`src/design/nrrr_pkg.sv`:
```
// ----------------------------------------------------------------------------
// nrrr_pkg
// Shared constants and types for the node roster round robin block.
// ----------------------------------------------------------------------------
package nrrr_pkg;

    // roster geometry
    localparam int NODES  = 16;
    localparam int ADDR_W = (NODES > 1) ? $clog2(NODES) : 1;
    localparam int CNT_W  = $clog2(NODES + 1);

    // field widths
    localparam int ID_W   = 8;
    localparam int NOTE_W = 8;
    localparam int OP_W   = 2;
    localparam int BIT_W  = $clog2(NOTE_W);
    localparam int OUT_CNT_W  = 5;
    localparam int OUT_RANK_W = 5;

    // operation codes
    localparam logic [OP_W-1:0] OP_REG = 2'd0;
    localparam logic [OP_W-1:0] OP_REM = 2'd1;

    // write request into the roster memory
    typedef struct packed {
        logic              en;
        logic [ADDR_W-1:0] addr;
        logic [ID_W-1:0]   data;
    } t_ram_wr;

endpackage

```
`src/design/nrrr_ram.sv`:
```
// ----------------------------------------------------------------------------
// nrrr_ram
// Roster slot memory: one write port, one read port, registered read data.
// ----------------------------------------------------------------------------
module nrrr_ram
    import nrrr_pkg::*;
(
    input  logic              i_clk,
    input  t_ram_wr           i_wr,
    input  logic [ADDR_W-1:0] i_rd_addr,
    output logic [ID_W-1:0]   o_rd_data
);

    logic [ID_W-1:0] r_mem [NODES];
    logic [ID_W-1:0] r_rd_data;

    // write port
    always_ff @(posedge i_clk) begin
        if (i_wr.en) begin
            r_mem[i_wr.addr] <= i_wr.data;
        end
    end

    // read port, registered
    always_ff @(posedge i_clk) begin
        r_rd_data <= r_mem[i_rd_addr];
    end

    assign o_rd_data = r_rd_data;

endmodule

```
`src/design/nrrr_mod.sv`:
```
// ----------------------------------------------------------------------------
// nrrr_mod
// Restoring remainder unit: note modulo roster count, one bit per cycle.
// ----------------------------------------------------------------------------
module nrrr_mod
    import nrrr_pkg::*;
(
    input  logic              i_clk,
    input  logic              i_rst_n,
    input  logic              i_start,
    input  logic [NOTE_W-1:0] i_dividend,
    input  logic [CNT_W-1:0]  i_divisor,
    output logic              o_done,
    output logic [ADDR_W-1:0] o_rem
);

    logic              r_busy, n_busy;
    logic              r_done, n_done;
    logic [BIT_W-1:0]  r_bit, n_bit;
    logic [CNT_W-1:0]  r_rem, n_rem;
    logic [NOTE_W-1:0] r_num, n_num;
    logic [CNT_W-1:0]  r_div, n_div;
    logic [CNT_W:0]    trial;

    // one restoring step per cycle, msb first
    always_comb begin
        n_busy = r_busy;
        n_done = 1'b0;
        n_bit  = r_bit;
        n_rem  = r_rem;
        n_num  = r_num;
        n_div  = r_div;
        trial  = {r_rem, r_num[r_bit]};
        if (i_start && !r_busy) begin
            n_busy = 1'b1;
            n_bit  = BIT_W'(NOTE_W - 1);
            n_rem  = '0;
            n_num  = i_dividend;
            n_div  = i_divisor;
        end else if (r_busy) begin
            if (trial >= {1'b0, r_div}) begin
                n_rem = CNT_W'(trial - {1'b0, r_div});
            end else begin
                n_rem = CNT_W'(trial);
            end
            if (r_bit == '0) begin
                n_busy = 1'b0;
                n_done = 1'b1;
            end else begin
                n_bit = r_bit - 1'b1;
            end
        end
    end

    always_ff @(posedge i_clk) begin
        if (!i_rst_n) begin
            r_busy <= 1'b0;
            r_done <= 1'b0;
        end else begin
            r_busy <= n_busy;
            r_done <= n_done;
        end
        r_bit <= n_bit;
        r_rem <= n_rem;
        r_num <= n_num;
        r_div <= n_div;
    end

    assign o_done = r_done;
    // remainder stays below the count, so it fits a slot address
    assign o_rem  = r_rem[ADDR_W-1:0];

endmodule

```
`src/design/node_roster_round_robin_top.sv`:
```
// ----------------------------------------------------------------------------
// node_roster_round_robin_top
// Roster of node identifiers kept sorted in a slot memory, with note
// ownership assigned round robin over the ascending identifiers.
// ----------------------------------------------------------------------------
// Usage:
//   s channel: one transaction per roster event; tuser carries the operation
//   (register, remove, query), tdata the node identifier and note index.
//   m channel: one status transaction per input transaction: roster count,
//   own rank, should-play flag and owner identifier in tdata, owner-valid
//   in tuser.
//   cfg port: own identifier, written while the block is idle.
// Timing:
//   the slots stay sorted ascending in the first count entries. Each item
//   sweeps the filled slots once through the memory read port (one slot per
//   cycle, inserting or closing the gap in the same pass), then, unless the
//   roster ends up empty, runs the note-modulo-count unit and reads the
//   owner slot. One item is in work at a time: tready returns when the
//   item's status is loaded into the output register.
// Reset clears the roster count (slots beyond the count are never read) and
// sets the own identifier to 1. A finished status waits in the output
// register while the next item is accepted; a stalled receiver holds the
// block only when the following status is ready.
// ----------------------------------------------------------------------------
module node_roster_round_robin_top
    import nrrr_pkg::*;
(
    input  logic        i_clk,
    input  logic        i_rst_n,
    // config: own identifier
    input  logic        i_cfg_we,
    input  logic [7:0]  i_cfg_wdata,
    // input stream
    input  logic        i_s_tvalid,
    output logic        o_s_tready,
    input  logic [15:0] i_s_tdata,   // [7:0] node_id, [15:8] note
    input  logic [1:0]  i_s_tuser,   // [1:0] op
    // output stream
    output logic        o_m_tvalid,
    input  logic        i_m_tready,
    output logic [23:0] o_m_tdata,   // [4:0] node_count, [9:5] own_rank,
                                     // [10] should_play, [18:11] owner_id, zero pad
    output logic        o_m_tuser    // [0] owner_valid
);

    localparam logic [2:0] S_IDLE  = 3'd0;
    localparam logic [2:0] S_SWEEP = 3'd1;
    localparam logic [2:0] S_FIN   = 3'd2;
    localparam logic [2:0] S_DIV   = 3'd3;
    localparam logic [2:0] S_OUT   = 3'd4;

    logic [2:0]        r_state, n_state;
    logic [ID_W-1:0]   r_own_id;
    logic [OP_W-1:0]   r_op, n_op;
    logic [ID_W-1:0]   r_id, n_id;
    logic [NOTE_W-1:0] r_note, n_note;
    logic [ADDR_W-1:0] r_idx, n_idx;
    logic [CNT_W-1:0]  r_count, n_count;
    logic [ID_W-1:0]   r_hold, n_hold;
    logic              r_swapped, n_swapped;
    logic              r_dup, n_dup;
    logic              r_found, n_found;
    logic [CNT_W-1:0]  r_less, n_less;
    logic              r_own_seen, n_own_seen;

    logic              r_out_valid, n_out_valid;
    logic [OUT_CNT_W-1:0]  r_out_count, n_out_count;
    logic [OUT_RANK_W-1:0] r_out_rank, n_out_rank;
    logic              r_out_play, n_out_play;
    logic [ID_W-1:0]   r_out_owner, n_out_owner;
    logic              r_out_owner_ok, n_out_owner_ok;

    t_ram_wr           ram_wr;
    logic [ADDR_W-1:0] rd_addr;
    logic [ID_W-1:0]   rd_data;
    logic              mod_start;
    logic              mod_done;
    logic [ADDR_W-1:0] mod_rem;

    logic              s_fire;
    logic              ins_ok, rem_ok, ins_done, rem_done;
    logic              last_slot, own_lt, id_is_own, out_free;
    logic [CNT_W-1:0]  new_count;

    // slot memory and remainder unit
    nrrr_ram u_ram (
        .i_clk     (i_clk),
        .i_wr      (ram_wr),
        .i_rd_addr (rd_addr),
        .o_rd_data (rd_data)
    );

    nrrr_mod u_mod (
        .i_clk      (i_clk),
        .i_rst_n    (i_rst_n),
        .i_start    (mod_start),
        .i_dividend (r_note),
        .i_divisor  (new_count),
        .o_done     (mod_done),
        .o_rem      (mod_rem)
    );

    // decode of the current item
    assign s_fire    = i_s_tvalid && o_s_tready;
    assign ins_ok    = (r_op == OP_REG) && (r_id != '0) && (r_count < CNT_W'(NODES));
    assign rem_ok    = (r_op == OP_REM) && (r_id != '0);
    assign ins_done  = ins_ok && !r_dup;
    assign rem_done  = rem_ok && r_found;
    assign last_slot = ((CNT_W'(r_idx) + CNT_W'(1)) == r_count);
    assign own_lt    = (r_id < r_own_id);
    assign id_is_own = (r_id == r_own_id);
    assign out_free  = !r_out_valid || i_m_tready;
    assign new_count = r_count + CNT_W'(ins_done) - CNT_W'(rem_done);
    assign mod_start = (r_state == S_FIN) && (new_count != '0);

    // memory read address: next slot during the sweep, owner slot afterwards
    always_comb begin
        unique case (r_state)
            S_SWEEP:      rd_addr = r_idx + 1'b1;
            S_DIV, S_OUT: rd_addr = mod_rem;
            default:      rd_addr = '0;
        endcase
    end

    // memory write: sorted insert shifts larger entries up, remove shifts down
    always_comb begin
        ram_wr = '0;
        if (r_state == S_SWEEP) begin
            if (ins_ok && !r_dup && !(rd_data == r_id && !r_swapped)
                    && (r_hold < rd_data)) begin
                ram_wr.en   = 1'b1;
                ram_wr.addr = r_idx;
                ram_wr.data = r_hold;
            end else if (rem_ok && r_found) begin
                ram_wr.en   = 1'b1;
                ram_wr.addr = r_idx - 1'b1;
                ram_wr.data = rd_data;
            end
        end else if (r_state == S_FIN && ins_done) begin
            ram_wr.en   = 1'b1;
            ram_wr.addr = r_count[ADDR_W-1:0];
            ram_wr.data = r_hold;
        end
    end

    // sequencer
    always_comb begin
        n_state        = r_state;
        n_op           = r_op;
        n_id           = r_id;
        n_note         = r_note;
        n_idx          = r_idx;
        n_count        = r_count;
        n_hold         = r_hold;
        n_swapped      = r_swapped;
        n_dup          = r_dup;
        n_found        = r_found;
        n_less         = r_less;
        n_own_seen     = r_own_seen;
        n_out_valid    = r_out_valid && !i_m_tready;
        n_out_count    = r_out_count;
        n_out_rank     = r_out_rank;
        n_out_play     = r_out_play;
        n_out_owner    = r_out_owner;
        n_out_owner_ok = r_out_owner_ok;
        unique case (r_state)
            S_IDLE: begin
                if (s_fire) begin
                    n_op       = i_s_tuser;
                    n_id       = i_s_tdata[7:0];
                    n_note     = i_s_tdata[15:8];
                    n_idx      = '0;
                    n_hold     = i_s_tdata[7:0];
                    n_swapped  = 1'b0;
                    n_dup      = 1'b0;
                    n_found    = 1'b0;
                    n_less     = '0;
                    n_own_seen = 1'b0;
                    n_state    = (r_count == '0) ? S_FIN : S_SWEEP;
                end
            end
            S_SWEEP: begin
                // rank statistics over the old contents
                if (rd_data < r_own_id) begin
                    n_less = r_less + 1'b1;
                end
                if (rd_data == r_own_id) begin
                    n_own_seen = 1'b1;
                end
                // insert: identifier already present is seen before any shift
                if (ins_ok && !r_dup) begin
                    if (rd_data == r_id && !r_swapped) begin
                        n_dup = 1'b1;
                    end else if (r_hold < rd_data) begin
                        n_hold    = rd_data;
                        n_swapped = 1'b1;
                    end
                end
                if (rem_ok && rd_data == r_id) begin
                    n_found = 1'b1;
                end
                if (last_slot) begin
                    n_state = S_FIN;
                end else begin
                    n_idx = r_idx + 1'b1;
                end
            end
            S_FIN: begin
                // fold the change into count and own rank
                n_count = new_count;
                if (ins_done && own_lt) begin
                    n_less = r_less + 1'b1;
                end else if (rem_done && own_lt) begin
                    n_less = r_less - 1'b1;
                end
                if (ins_done && id_is_own) begin
                    n_own_seen = 1'b1;
                end else if (rem_done && id_is_own) begin
                    n_own_seen = 1'b0;
                end
                n_state = (new_count == '0) ? S_OUT : S_DIV;
            end
            S_DIV: begin
                if (mod_done) begin
                    n_state = S_OUT;
                end
            end
            S_OUT: begin
                if (out_free) begin
                    n_out_valid    = 1'b1;
                    n_out_count    = OUT_CNT_W'(r_count);
                    n_out_rank     = r_own_seen ? OUT_RANK_W'(r_less) : '1;
                    n_out_play     = (r_count != '0) && r_own_seen
                                     && (r_less == CNT_W'(mod_rem));
                    n_out_owner    = (r_count != '0) ? rd_data : '0;
                    n_out_owner_ok = (r_count != '0);
                    n_state        = S_IDLE;
                end
            end
            default: n_state = S_IDLE;
        endcase
    end

    // registers
    always_ff @(posedge i_clk) begin
        if (!i_rst_n) begin
            r_state     <= S_IDLE;
            r_count     <= '0;
            r_out_valid <= 1'b0;
            r_own_id    <= ID_W'(1);
        end else begin
            r_state     <= n_state;
            r_count     <= n_count;
            r_out_valid <= n_out_valid;
            if (i_cfg_we) begin
                r_own_id <= i_cfg_wdata;
            end
        end
        r_op           <= n_op;
        r_id           <= n_id;
        r_note         <= n_note;
        r_idx          <= n_idx;
        r_hold         <= n_hold;
        r_swapped      <= n_swapped;
        r_dup          <= n_dup;
        r_found        <= n_found;
        r_less         <= n_less;
        r_own_seen     <= n_own_seen;
        r_out_count    <= n_out_count;
        r_out_rank     <= n_out_rank;
        r_out_play     <= n_out_play;
        r_out_owner    <= n_out_owner;
        r_out_owner_ok <= n_out_owner_ok;
    end

    // ports
    assign o_s_tready = (r_state == S_IDLE);
    assign o_m_tvalid = r_out_valid;
    assign o_m_tdata  = {5'd0, r_out_owner, r_out_play, r_out_rank, r_out_count};
    assign o_m_tuser  = r_out_owner_ok;

endmodule

```
`config.mk`:
```
export PLATFORM = sky130hd
export DESIGN_NAME = node_roster_round_robin_top
export DESIGN_NICKNAME = d
export VERILOG_FILES = /design/src/design/nrrr_pkg.sv /design/src/design/nrrr_ram.sv /design/src/design/nrrr_mod.sv /design/src/design/node_roster_round_robin_top.sv
export SDC_FILE = /design/constraint.sdc
export NUM_CORES = 1
export LEC_CHECK = 0
export BUFFER_PORTS_ARGS = -buffer_cell sky130_fd_sc_hd__buf_4
export CORE_MARGIN = 1.5
export CORE_UTILIZATION = 60
export CTS_CLUSTER_DIAMETER = 60
export DETAILED_ROUTE_END_ITERATION = 10
export GPL_ROUTABILITY_DRIVEN = 0
export PLACE_DENSITY = 0.8
export SKIP_LAST_GASP = 1
export SLEW_MARGIN = 30
export SYNTH_ARGS = -nofsm -noshare
export SYNTH_HDL_FRONTEND = slang
export SYNTH_SLANG_ARGS = --single-unit
```
`constraint.sdc`:
```
create_clock -name i_clk -period 9.2 [get_ports i_clk]
set_input_delay 0.46 -clock i_clk [delete_from_list [all_inputs] [get_ports i_clk]]
set_output_delay 0.46 -clock i_clk [all_outputs]
set_load 0.01 [all_outputs]
```
==> results.cfg, run 1 <==
[outcome]
status = finished, final reports clean

[pwr]
power.switching_w = 0.00129
pwr-share-comb_pct = 30.3
ir_drop_mv = 0.190
power_switching_share_pct = 34.4
intPower_w = 0.00247
power_frac_seq_pct = 41.2
p_clk_share_pct = 28.5
powerDensity_mw_per_mm2 = 305
power_w = 0.00376
leakage_nw = 4.49

[clocking]
cts_hold_buf = 0
cts-root-buf = clkbuf_16
cts_setup_buffers = 0
clkTransAtPathRegs_ns = 0.06
ctsLongestPathBuffers = 3
clock_latency_ns = 0.52
clock-sinks = 235
cts_inserted_buffers = 24
htreeDepth = 1
cts_tree = yes
cts_resized = 0

[die]
num_rows = 48
die_height_um = 137
die-area_mm2 = 0.0189
core_area_mm2 = 0.0175
ios = 58
die_width_um = 137
start_util_pct = 62.1

[route]
routed_wl_um = 23800
antenna_left = 0
drtIter0Drc = 749
routed_via_density = 6.18
drc = 0
dr_total_vias = 7238
firstDrtPassIters = 6
wire_per_inst_um = 20.3

[logic_synthesis]
synthTopCellsByArea = edfxtp_1 55%, dfxtp_1 6.5%, ha_1 4.6%, a211oi_1 4.1%, nand2_1 3.2%
synthFlopType = edfxtp_1
async_reset_ff_share_pct = 0
yosys_warnings = 0
synth_area_leader_cell = edfxtp_1
syn-cell-area_mm2 = 0.0108
synthCells = 887
avgSynthCellArea_um2 = 12.2
ys_seq_area_share_pct = 61.8
synth_cell_type_count = 68
synth-seq-cells = 235
synth_top_cell_area_share_pct = 55.4
synth_edf_count = 200

[worst_setup_path]
reg2reg_depth = 13
worst_setup_path_end_kind = flip-flop
slowest_delay_ns = 0.60
rrSetupSlack_ns = 4.83
crit_path_max_fanout = 14
critPathLaunchType = flip-flop
slowest_stage = or4_4
critPathKind = flip-flop to flip-flop
r2r-end = u_mod.r_num[4]
critical_path_arrival_ns = 4.51
regToRegStartpoint = r_id[2]
path_cells = or4_4, o211ai_2, inv_2, ha_1, inv_1, ha_1, fa_1, a21oi_1, o21bai_1, xnor2_1, nor3_1, nand2b_1, nor2_2
crit_top_cell = ha_1
cp.required_ns = 9.34

[timing]
finalHoldViolCount = 0
max_freq_ghz = 0.229
min_period_ns = 4.37
setup_tns_ns = 0
slew_violations = 0
tightest_slew_ns = 1.01
setup-violations-final = 0
rsz0062_at_grt = no
slew-limit-headroom_pct = 32.6
fin_crit_sh_pct = 47.5
clock_skew_ns = 0.0141
layout_setup_ws_ns = 4.83

[place]
io_buffers = 52
place_area_mm2 = 0.0114
post-place-ws_ns = 4.90
hpwl_um = 15200

[finish]
drive_above_1_share_pct = 14.4
diodes = 0
fin_area_mm2 = 0.0123
finalNetCount = 1002
area_growth_syn_to_layout_pct = 13.7

[global_routing]
grt_pass1_wl_um = 37400
grt_use_total_pct = 26.1
grt_pass1_vias = 6883
grt_max_degree = 65
grt_antenna_before_repair = 0
grt_overflow_total = 0

[worst_hold_path]
min_from = i_s_tdata[8]
min_path_type = input port to flip-flop
whs_path_depth = 1
min_to = r_note[0]

[job]
cap_violations = 0
==> layout by cell type (no fill, tap or decap), types with 14 or more instances in the layout <==
cell         n
edfxtp_1   200
nand2_1     93
buf_4       60
a211oi_1    58
nor2_1      50
ha_1        40
a21oi_1     37
inv_1       36
dfxtp_1     35
mux2i_1     28
clkbuf_16   24
o21ai_0     21
and2_0      20
a31oi_1     19
nand3_1     16
nor2b_1     15
xor2_1      14
==> logic make-up after synthesis <==
| family | count (synthesis) | synth area share [%] |
|---|---|---|
| AO/OA/AOI/OAI | 198 | 12.2 |
| AND/OR/NAND/NOR | 263 | 12.1 |
| XOR/XNOR | 27 | 2.18 |
| buffers and inverters | 88 | 3.39 |
| multiplexers | 33 | 3.31 |
| adder cells (fa/ha/maj) | 42 | 4.98 |
| flip-flops | 235 | 61.8 |
| other | 1 | 0.0346 |
==> cells in the mapped netlist (13+ instances only) <==
master / count
edfxtp_1: 200
nand2_1: 93
a211oi_1: 59
nor2_1: 51
ha_1: 40
a21oi_1: 37
inv_1: 36
dfxtp_1: 35
clkbuf_1: 32
mux2i_1: 28
o21ai_0: 22
a31oi_1: 20
and2_0: 20
nand3_1: 16
nor2b_1: 16
o21ai_1: 16
xor2_1: 14
nor3_1: 13
xnor2_1: 13
==> layer usage <==
metal  vias up  track usage (%)  wire length [um]
met3        46             3.79              1800
li1       3366                -                 -
met5         -                0                 0
met1      3522             38.1             10300
met2       304             40.6             11200
met4         0             8.60               563
==> power groups by stage <==
stage	clock [W]	sequential, W	combinational (W)
after CTS	0.00108	0.00155	0.00112
final	0.00107	0.00155	0.00114
after floorplan	0	0.00148	0.000850
after global placement	0	0.00156	0.00106
after detailed placement	0	0.00157	0.00110
after global routing	0.00111	0.00156	0.00127
==> flip-flops by register name, summed over array words and instances, names as in the netlist, 2 cells and up <==
name	count
u_ram.r_mem	128
r_hold	8
r_id	8
r_note	8
r_out_owner	8
r_own_id	8
u_mod.r_num	8
u_ram.o_rd_data	8
r_count	5
r_less	5
r_out_count	5
r_out_rank	5
u_mod.r_div	5
u_mod.r_rem	5
r_idx	4
r_state	3
u_mod.r_bit	3
r_op	2
==> worst max-delay path by stage <==
stage	startpoint	endpoint	slack, ns	cells after the start
2_1_floorplan	r_id[2]	u_mod.r_div[0]	4.99	14
3_3_place_gp	r_id[2]	u_mod.r_num[2]	4.76	13
3_5_place_dp	r_id[2]	u_mod.r_num[3]	4.90	13
4_1_cts	r_id[2]	u_mod.r_div[2]	4.83	13
5_1_grt	r_id[2]	u_mod.r_div[3]	4.55	13
6_report	r_id[2]	u_mod.r_num[4]	4.83	13
==> cell type report <==
| type | count | area (um2) |
|---|---|---|
| Multi-Input combinational cell | 568 | 3850 |
| Tap cell | 225 | 282 |
| Fill cell | 1159 | 5140 |
| Clock inverter | 13 | 213 |
| Clock buffer | 31 | 677 |
| Timing Repair Buffer | 60 | 450 |
| Sequential cell | 235 | 6710 |
| Inverter | 40 | 155 |
==> critical path: cells and delay by family, from the launching register on <==
family	cells	cell delay, ns
XOR/XNOR	1	0.27
buffers and inverters	2	0.24
adder cells (fa/ha/maj)	3	0.94
flip-flops	1	0.44
AND/OR/NAND/NOR	4	1.50
AO/OA/AOI/OAI	3	0.59
==> stage by stage <==
stage | utilization [%] | hold slack, ns | cells
final | 70.6 | 0.122 | 1172
after global routing | 70.6 | 0.113 | 1172
after CTS | 70.4 | 0.109 | 1172
after detailed placement | 65.4 | 0.408 | 1128
after global placement | 65.2 | 0.415 | 1128
after floorplan | - | 0.400 | 891
(Power assumes the default switching activity.)
==> inputs of run 2 (changes only) <==
CORE_UTILIZATION = 55   (was 60)
PLACE_DENSITY = 0.78   (was 0.8)
clock period = 3.8 ns   (was 9.2 ns; I/O delays follow)
==> run 2 against run 1 <==
  * Sequential share of layout area fell by 2.7 points
  * Total power grew 150%
  * Clock power rose by 140%
  * Core utilization down 3.7 points
  * Via count up 4.6%
  * Combinational power grew to 2.7 times the previous value
  * Die area rose by 8.9%
  * Global-route usage shrank 0.58 points
  * First-iteration DRC count is 7.1% lower
  * Non-clock buffer count grew 63
  * Sequential power is 140% higher
  * Critical endpoint is now u_mod.r_bit[2]
  * Largest power group unchanged
==> results.cfg, run 2 (same netlist as run 1, synthesis figures left out) <==
[die]
start_util_pct = 55.9
num_rows = 51
die_width_um = 143
core_area_mm2 = 0.0194
die-area_mm2 = 0.0206
ios = 58
die_height_um = 143

[worst_setup_path]
critPathLaunchType = flip-flop
path_cells = or4_4, o211ai_4, inv_2, ha_1, inv_1, ha_1, fa_2, xor2_1, or3_1, nor3_2, nand2b_4, nor2_4, buf_12, a211o_1
worst_setup_path_end_kind = flip-flop
crit_start = r_id[2]
reg2reg_depth = 14
regToRegStartpoint = r_id[2]
r2r-end = u_mod.r_bit[2]
critPathKind = flip-flop to flip-flop
slowest_stage = or4_4
critPathTopFamily = simple AND/OR/NAND/NOR gates
slowest_delay_ns = 0.59
path_buf_inv = 3
crit_path_max_fanout = 14
critical_path_arrival_ns = 4.06
crit_top_cell = ha_1
rrSetupSlack_ns = 0.15
cp.required_ns = 4.21

[pwr]
power_frac_seq_pct = 39.8
ir_drop_mv = 0.499
leakage_nw = 4.81
power.switching_w = 0.00324
p_clk_share_pct = 27.4
powerDensity_mw_per_mm2 = 722
power_switching_share_pct = 34.6
pwr-share-comb_pct = 32.8
intPower_w = 0.00612

[clocking]
cts_inserted_buffers = 25
cts-root-buf = clkbuf_16
clock_latency_ns = 0.54
ctsLongestPathBuffers = 3
clkTransAtPathRegs_ns = 0.06
clock-sinks = 235
cts_tree = yes
htreeDepth = 1

[worst_hold_path]
min_path_type = input port to flip-flop
min_to = u_mod.r_busy
min_from = i_rst_n
whs_path_depth = 2

[route]
antenna_left = 0
dr_total_vias = 7574
routed_via_density = 5.93
drtIter0Drc = 696
routed_wl_um = 25400
drc = 0
wire_per_inst_um = 19.9
firstDrtPassIters = 5

[timing]
slew_violations = 0
hold_slack_ns = 0.0259
rsz0062_at_grt = no
setup-violations-final = 0
tightest_slew_ns = 0.817
setup_tns_ns = 0
max_freq_ghz = 0.274
slew-limit-headroom_pct = 45.5
finalHoldViolCount = 0
min_period_ns = 3.65
clock_skew_ns = 0.0226
fin_crit_sh_pct = 96.0

[finish]
final_common_cell = edfxtp_1
layout_common_cells = 200 x edfxtp_1, 93 x nand2_1, 92 x buf_4
largest_register_ffs = 128
diodes = 0
fillers = 1366
largest-register = u_ram.r_mem
area_growth_syn_to_layout_pct = 19.5
finalNetCount = 1066
fin_area_mm2 = 0.0130
drive_above_1_share_pct = 17.1

[global_routing]
grt_overflow_total = 0
grt_pass1_vias = 7591
grt_antenna_before_repair = 0
grt_max_degree = 65
grt_use_total_pct = 25.5
grt_pass1_wl_um = 40200

[outcome]
status = finished, final reports clean

[job]
cap_violations = 0

[place]
place_area_mm2 = 0.0117
hpwl_um = 16800
io_buffers = 52
[run 2: metal layers]
metal  GRT usage [%]  share of wire [%]  vias up
li1                -                  -     3494
met1            32.5                 40     3701
met2            44.9                 51      309
met3            3.43                6.5       70
met4            8.65                3.1        0
met5               0                  0        -
[run 2: what timing repair did]
action                                  in CTS  in global routing
hold endpoints to repair                    34                  0
endpoints found under the setup margin       0                 19
resized for setup                            0                  3
setup buffers                                0                  6
hold buffers                                28                  0
[run 2: stage by stage]
step	power (W)	worst slack [ns]	std cells	util (%)
final	0.00936	0.150	1277	66.9
after global routing	0.00982	0.0339	1277	66.9
after CTS	0.00930	0.0805	1271	66.5
after detailed placement	0.00668	0.156	1197	60.5
after global placement	0.00656	0.205	1197	60.4
after floorplan	0.00567	0.0220	891	-
[run 2: cell type report]
cell class              instances  area [um2]  share of cell area, %
inverters                      40         155                   1.20
clock buffers                  30         654                   5.05
clock inverters                16         220                   1.70
flip-flops and latches        235        6710                   51.7
repair buffers                123        1030                   7.95
multi-input cells             568        3870                   29.8
well taps                     265         332                   2.56
[run 2: worst max-delay path by stage]
stage | cells past startpoint | to | slack, ns
final | 14 | u_mod.r_bit[2] | 0.15
after global placement | 13 | u_mod.r_num[3] | 0.20
after detailed placement | 13 | u_mod.r_num[4] | 0.16
after CTS | 13 | u_mod.r_num[4] | 0.08
after global routing | 14 | u_mod.r_bit[2] | 0.03
after floorplan | 14 | u_mod.r_div[0] | 0.02
[run 2: power by group through the flow]
stage	registers, W	clock network [W]	logic (W)
after floorplan	0.00358	0	0.00209
after global placement	0.00374	0	0.00282
after detailed placement	0.00375	0	0.00293
after CTS	0.00371	0.00260	0.00300
after global routing	0.00375	0.00270	0.00337
final	0.00372	0.00257	0.00307
